===== src/hdl/page_framebuffer_sprite_blitter_assert.svh =====
// Assertion macros used by the sprite blitter controller (pfsb_ctrl).
// Each macro expects signals named clk and rst in the including scope.
`ifndef PAGE_FRAMEBUFFER_SPRITE_BLITTER_ASSERT_SVH
`define PAGE_FRAMEBUFFER_SPRITE_BLITTER_ASSERT_SVH

// Property that must hold on every clock edge outside reset
`define PFSB_ASSERT_ALWAYS(label, expr, msg) \
  label: assert property (@(posedge clk) disable iff (rst) (expr)) else $error(msg);

// Implication checked in the same cycle
`define PFSB_ASSERT_SAME(label, ante, cons, msg) \
  label: assert property (@(posedge clk) disable iff (rst) (ante) |-> (cons)) \
    else $error(msg);

// Implication checked in the following cycle
`define PFSB_ASSERT_NEXT(label, ante, cons, msg) \
  label: assert property (@(posedge clk) disable iff (rst) (ante) |=> (cons)) \
    else $error(msg);

`endif


===== src/hdl/pfsb_pkg.sv =====
// Shared types and constants for the page frame store sprite blitter.
// No dependencies; imported by every module of the block except pfsb_ram.
package pfsb_pkg;

  // Frame geometry
  localparam int SCREEN_COLUMNS = 128;
  localparam int STORE_BYTES    = 1024;
  localparam int PAGE_ROWS      = 8;
  localparam int PAGE_SHIFT     = $clog2(PAGE_ROWS);
  localparam int PAGE_COUNT     = STORE_BYTES / SCREEN_COLUMNS;
  localparam int ADDR_W         = $clog2(STORE_BYTES);

  // Signed working width for column and row arithmetic
  localparam int POS_W = 12;

  // Sprite cursor limits
  localparam int WIDTH_MAX  = 128;
  localparam int ROW_LIMIT  = 240;
  localparam int ROW_SAT    = 248;

  typedef enum logic [1:0] {
    OP_CLEAR = 2'd0,
    OP_BEGIN = 2'd1,
    OP_BYTE  = 2'd2,
    OP_READ  = 2'd3
  } op_t;

  typedef enum logic [2:0] {
    ST_INIT,
    ST_IDLE,
    ST_CLEAR,
    ST_RD_LO,
    ST_WR_LO,
    ST_WR_HI,
    ST_DONE
  } state_t;

  // Controller to datapath
  typedef struct packed {
    logic take;       // input beat accepted this cycle
    logic sweep_run;  // write zero at sweep address and step it
    logic rd_lo;      // read the upper-page byte
    logic rmw_lo;     // write upper page, read lower page
    logic rmw_hi;     // write lower page
    logic load;       // load the result register
  } pfsb_cmd_t;

  // Datapath to controller
  typedef struct packed {
    logic sweep_last;
  } pfsb_stat_t;

endpackage


===== src/hdl/pfsb_ctrl.sv =====
// Sequencer for the sprite blitter: clear sweeps, read-modify-write steps, result hand-off.
// Depends on pfsb_pkg and the assertion macro header.
`include "page_framebuffer_sprite_blitter_assert.svh"

module pfsb_ctrl
  import pfsb_pkg::*;
(
  input  logic       clk,
  input  logic       rst,
  input  logic       in_valid,
  output logic       in_stall,
  input  logic [1:0] op,
  output logic       out_valid,
  input  logic       out_stall,
  output pfsb_cmd_t  cmd,
  input  pfsb_stat_t stat
);

  state_t state, state_next;
  logic   out_valid_next;
  op_t    op_in;

  assign op_in = op_t'(op);

  // State register
  always_ff @(posedge clk) begin
    if (rst) begin
      state     <= ST_INIT;
      out_valid <= 1'b0;
    end else begin
      state     <= state_next;
      out_valid <= out_valid_next;
    end
  end

  // Next state and commands
  always_comb begin
    state_next = state;
    cmd        = '0;
    in_stall   = 1'b1;
    case (state)
      ST_INIT: begin
        cmd.sweep_run = 1'b1;
        if (stat.sweep_last) begin
          state_next = ST_IDLE;
        end
      end
      ST_IDLE: begin
        in_stall = 1'b0;
        if (in_valid) begin
          cmd.take = 1'b1;
          case (op_in)
            OP_CLEAR: state_next = ST_CLEAR;
            OP_BYTE:  state_next = ST_RD_LO;
            default:  state_next = ST_DONE;
          endcase
        end
      end
      ST_CLEAR: begin
        cmd.sweep_run = 1'b1;
        if (stat.sweep_last) begin
          state_next = ST_DONE;
        end
      end
      ST_RD_LO: begin
        cmd.rd_lo  = 1'b1;
        state_next = ST_WR_LO;
      end
      ST_WR_LO: begin
        cmd.rmw_lo = 1'b1;
        state_next = ST_WR_HI;
      end
      ST_WR_HI: begin
        cmd.rmw_hi = 1'b1;
        state_next = ST_DONE;
      end
      ST_DONE: begin
        if (!out_valid || !out_stall) begin
          cmd.load   = 1'b1;
          state_next = ST_IDLE;
        end
      end
      default: begin
        state_next = ST_INIT;
      end
    endcase
  end

  // Result register occupancy
  always_comb begin
    if (cmd.load) begin
      out_valid_next = 1'b1;
    end else if (!out_stall) begin
      out_valid_next = 1'b0;
    end else begin
      out_valid_next = out_valid;
    end
  end

  `PFSB_ASSERT_ALWAYS(a_cmd_onehot, $onehot0(cmd), "more than one datapath command at once")
  `PFSB_ASSERT_SAME(a_no_take_in_sweep, (state == ST_INIT) || (state == ST_CLEAR), in_stall, "input taken during clear sweep")
  `PFSB_ASSERT_SAME(a_load_slot_free, cmd.load, !(out_valid && out_stall), "result loaded over a waiting beat")
  `PFSB_ASSERT_NEXT(a_one_item, in_valid && !in_stall, in_stall, "second item taken before first finished")
  `PFSB_ASSERT_NEXT(a_rmw_order, cmd.rd_lo, cmd.rmw_lo, "upper page read not followed by its write")

endmodule


===== config.mk =====
export PLATFORM = sky130hd
export DESIGN_NAME = pfsb_ctrl
export DESIGN_NICKNAME = d
export VERILOG_FILES = /design/src/hdl/pfsb_pkg.sv /design/src/hdl/pfsb_ctrl.sv
export VERILOG_INCLUDE_DIRS = /design/src /design/src/hdl
export SDC_FILE = /design/constraint.sdc
export NUM_CORES = 1
export LEC_CHECK = 0
export BUFFER_PORTS_ARGS = -buffer_cell sky130_fd_sc_hd__buf_2
export CAP_MARGIN = 10
export CORE_AREA = 2 2 39 41
export DETAILED_ROUTE_END_ITERATION = 7
export DIE_AREA = 0 0 41 43
export GPL_TIMING_DRIVEN = 0
export PLACE_DENSITY = 0.5
export REMOVE_ABC_BUFFERS = 1
export SETUP_SLACK_MARGIN = 0.3
export SLEW_MARGIN = 20
export SYNTH_ARGS = -nofsm -noshare
export SYNTH_HDL_FRONTEND = slang
export SYNTH_SLANG_ARGS = --single-unit

===== constraint.sdc =====
create_clock -name clk -period 1.3 [get_ports clk]
set_input_delay 0.13 -clock clk [delete_from_list [all_inputs] [get_ports clk]]
set_output_delay 0.13 -clock clk [all_outputs]
set_load 0.05 [all_outputs]

After elaboration in Yosys (flattened, before gate mapping)
Cells that the tools add are included.
{"block": "totals", "output_inout_bits": 8, "elab_cells": 38, "regBits": 4, "in_bits": 7}
{"block": "classes", "n_eq_ne": 12, "reduce_logical": 7, "muxes": 17}
{"operator": "case mux 3 bit (7 select lines)", "n": 1}
{"operator": "2-to-1 mux 3 bit", "n": 4}
{"operator": "2-to-1 mux 1 bit", "n": 11}
{"operator": "== test 3 bit (second input constant)", "n": 3}
{"operator": "!= test 2 bit (second input constant)", "n": 4}
{"operator": "== test 3 x 2 -> 1 bit (second input constant)", "n": 2}
{"operator": "case mux 3 bit (2 select lines)", "n": 1}
{"operator": "AND reduction 4 bit", "n": 1}
{"operator": "== test 3 x 1 -> 1 bit (second input constant)", "n": 1}
{"operator": "logical NOT 3 bit", "n": 1}
{"operator": "== test 2 bit (second input constant)", "n": 1}
{"operator": "logical NOT 1 bit", "n": 2}
{"operator": "logical NOT 2 bit", "n": 1}
{"operator": "!= test 2 x 1 -> 1 bit (second input constant)", "n": 1}
{"operator": "OR reduction 2 bit", "n": 1}
{"operator": "logical OR 1 bit", "n": 1}

Depth between registers and ports, before layout
{"block": "logic_depth", "ltp_word": 5, "depth_mapped": 5, "depth_no_buf": 3}

Least setup slack after synthesis
Ideal clock, no wire load.
{"block": "synth_timing", "kind": "reg2out", "startpoint": "register state[0]", "endpoint": "output cmd[5] (netlist bit)", "path_stages_with_launch": 4, "path_slack_ns": -0.717, "path_buffers": 1, "t_arrival_ns": 1.887, "cell_sequence": "dfxtp_1 clkbuf_1 nand3_1 nor2_1"}
{"element": "start: declaration", "line": "pfsb_ctrl.sv:19", "rtl": "state_t state, state_next;"}
{"element": "start signal: assignment", "line": "pfsb_ctrl.sv:31", "rtl": "state <= state_next;"}
{"element": "end: declaration", "line": "pfsb_ctrl.sv:15", "rtl": "output pfsb_cmd_t cmd,"}

==> results.txt <==
status - completed
HP Class - input port to register
DRT Pass-1 Iters - 4
ranking of synthesized cells by area - dfxtp_1 (29%), nor4b_4 (8.6%), a21oi_1 (5.4%)
count of max-cap constraint violations - 0
slew at the pin closest to its max-slew limit - 0.301 ns
Tot Pwr - 0.546 mW
CTS buffer count - 3
HP Start - rst
fin util - 0.367
RePlAce Congestion - 0.556
FF-to-FF End - state[0]
Root Driver - clkbuf_4
DIE WIDTH - 41 um
Inserted Diodes - 0
Rows - 14
met2 GRT Util - 0.156
Clock H-tree levels - 1
antenna viol nets, final - 0
Routed WL - 720 um
vias per inst - 4.36
Peak supply drop - 389 uV
WHS - 0.113 ns
Port Buf Inserts - 14
gr busiest metal - met2
cts hold-fix bufs - 0
worst clock skew - 0.00247 ns
synth unique cells - 20
Worst-path clk slew - 0.04 ns
R2R setup slack - 0.03 ns
Final #Nets - 63
Critical Path RT - 1.17 ns
Syn-to-layout area delta - 83.7%
yosys synthesis warning count - 0
TNS Setup - 0 ns
pre-CTS WS - -0.148 ns
initial antenna violation count - 0
fill count - 151
achievable frequency - 772 MHz
reg2reg start - state[2]
vias in the first global route - 288
final setup margin - 0.00454 ns
Worst Hold End - state[1]
Die Area - 0.00176 sq mm
core box area - 0.00138 sq mm
CTS Buffer Depth - 2
Final Hold Fails - 0
crit path max fanout - 13
Tmin final - 1.30 ns
CTS tree - done
cell taking the most area after synthesis - dfxtp_1
Worst-Skew Late Latency - 0.23 ns
start point of the critical path - state[0]
Initial Utilization - 0.200
Remaining DRCs - 0
Final period util - 0.997
Rel. slew slack - 0.798
WHS Path Cells - 2
synthesized cell area - 277 sq um
Post-Syn Instances - 35
Iter 0 DRT Violations - 6
met1 Use GR - 0.0865
crit path kind - register to primary output
fraction of layout cells with a size suffix above 1 - 0.741
setup violators final - 0
synthesized area per cell - 7.90 sq um
Die Y - 43 um
Tot GR Track Use - 0.0953
clock sink count - 4
Worst setup EP type - primary output
crit path launch type - register
pwr dens - 1070 mW/mm^2
grt met3 use - 0.0471
P_leak - 0.225 nW
WP data arrival - 1.17 ns
WL/cell - 10.3 um
largest net degree at the start of global routing - 14
first-pass GRT wire length - 1080 um
Yosys top cell area share - 0.290
grt ovf - 0
unrepaired setup endpoints after global routing - true
#FFs+latches synth - 4
I/O pin cnt - 15
post-synthesis sequential area ratio - 0.290
worst reg2reg path depth - 5
Slew Viols, Final - 0
Via Count - 305
-- per-stage QoR --
step | instance area [sq um] | std cells
4_1_cts | 494 | 70
6_report | 508 | 70
3_5_place_dp | 344 | 62
3_3_place_gp | 344 | 62
5_1_grt | 508 | 70
2_1_floorplan | 254 | 32
-- metal layers --
| layer | up-vias | part of all wire |
|---|---|---|
| met5 | - | 0 |
| li1 | 161 | - |
| met4 | 0 | 0 |
| met2 | 9 | 0.53 |
| met3 | 0 | 0.067 |
| met1 | 135 | 0.40 |
-- Yosys cell counts --
library cell,instances
nand3_1,1
dfxtp_1,4
a211o_2,1
nor2_1,4
nand2_1,4
and3_2,1
clkbuf_1,1
buf_4,1
nor3b_1,2
o211a_1,1
a31oi_1,1
or2_2,1
o211ai_1,1
buf_6,1
and3_1,1
nor4b_4,1
a2111oi_1,1
a21oi_1,3
nor3_1,2
inv_1,3
-- worst max-delay path, stage by stage, from the launching register on --
cell	delay, ns
dfxtp_4	0.38
or2_4	0.26
a21oi_2	0.12
buf_6	0.17
-- where the power goes --
group | internal, mW | switching, mW | total [mW]
logic | 0.102 | 0.136 | 0.238
registers | 0.137 | 0.0235 | 0.160
clock network | 0.103 | 0.0448 | 0.148
-- cells in the final DEF, fill, tap and decap left out, drive strengths merged --
cell type,n
buf,19
nor2,4
dfxtp,4
nand2,4
clkbuf,3
inv,3
a21oi,3
nor3,2
nor3b,2
and3,2
or2,1
nand3,1
a31oi,1
nor4b,1
o211a,1
a2111oi,1
o211ai,1
a211o,1
-- what timing repair did --
item	CTS	global route
setup endpoints to repair	11	10
setup buffers	5	0
resized for setup	31	4
pin swaps	4	1
endpoints found under the hold margin	0	0
-- how the worst max path moves through the flow --
| stage | to | slack, ns | cells past startpoint |
|---|---|---|---|
| 3_5_place_dp | cmd[0] | -0.15 | 4 |
| 3_3_place_gp | cmd[0] | -0.15 | 4 |
| 5_1_grt | cmd[0] | -0.05 | 4 |
| 4_1_cts | state[0] | -0.003 | 4 |
| 2_1_floorplan | cmd[5] | -0.60 | 2 |
| 6_report | cmd[0] | 0.005 | 3 |
-- final cells by class --
cell class,instances,area [sq um],area share
Clock buffer,3,22.5,0.0443
Inverter,3,13.8,0.0271
Multi-Input combinational cell,25,201,0.397
Sequential cell,4,92.6,0.182
Tap cell,16,20.0,0.0394
Timing Repair Buffer,19,158,0.310
-- cells by family after synthesis --
family / share of synthesized area
AO/OA/AOI/OAI: 0.213
buffers and inverters: 0.122
flip-flops: 0.290
AND/OR/NAND/NOR: 0.376
-- flip-flops by register name (all words and copies together), names as in the netlist --
name,count
state,3
out_valid,1
Power figures use the tool's default switching activity.
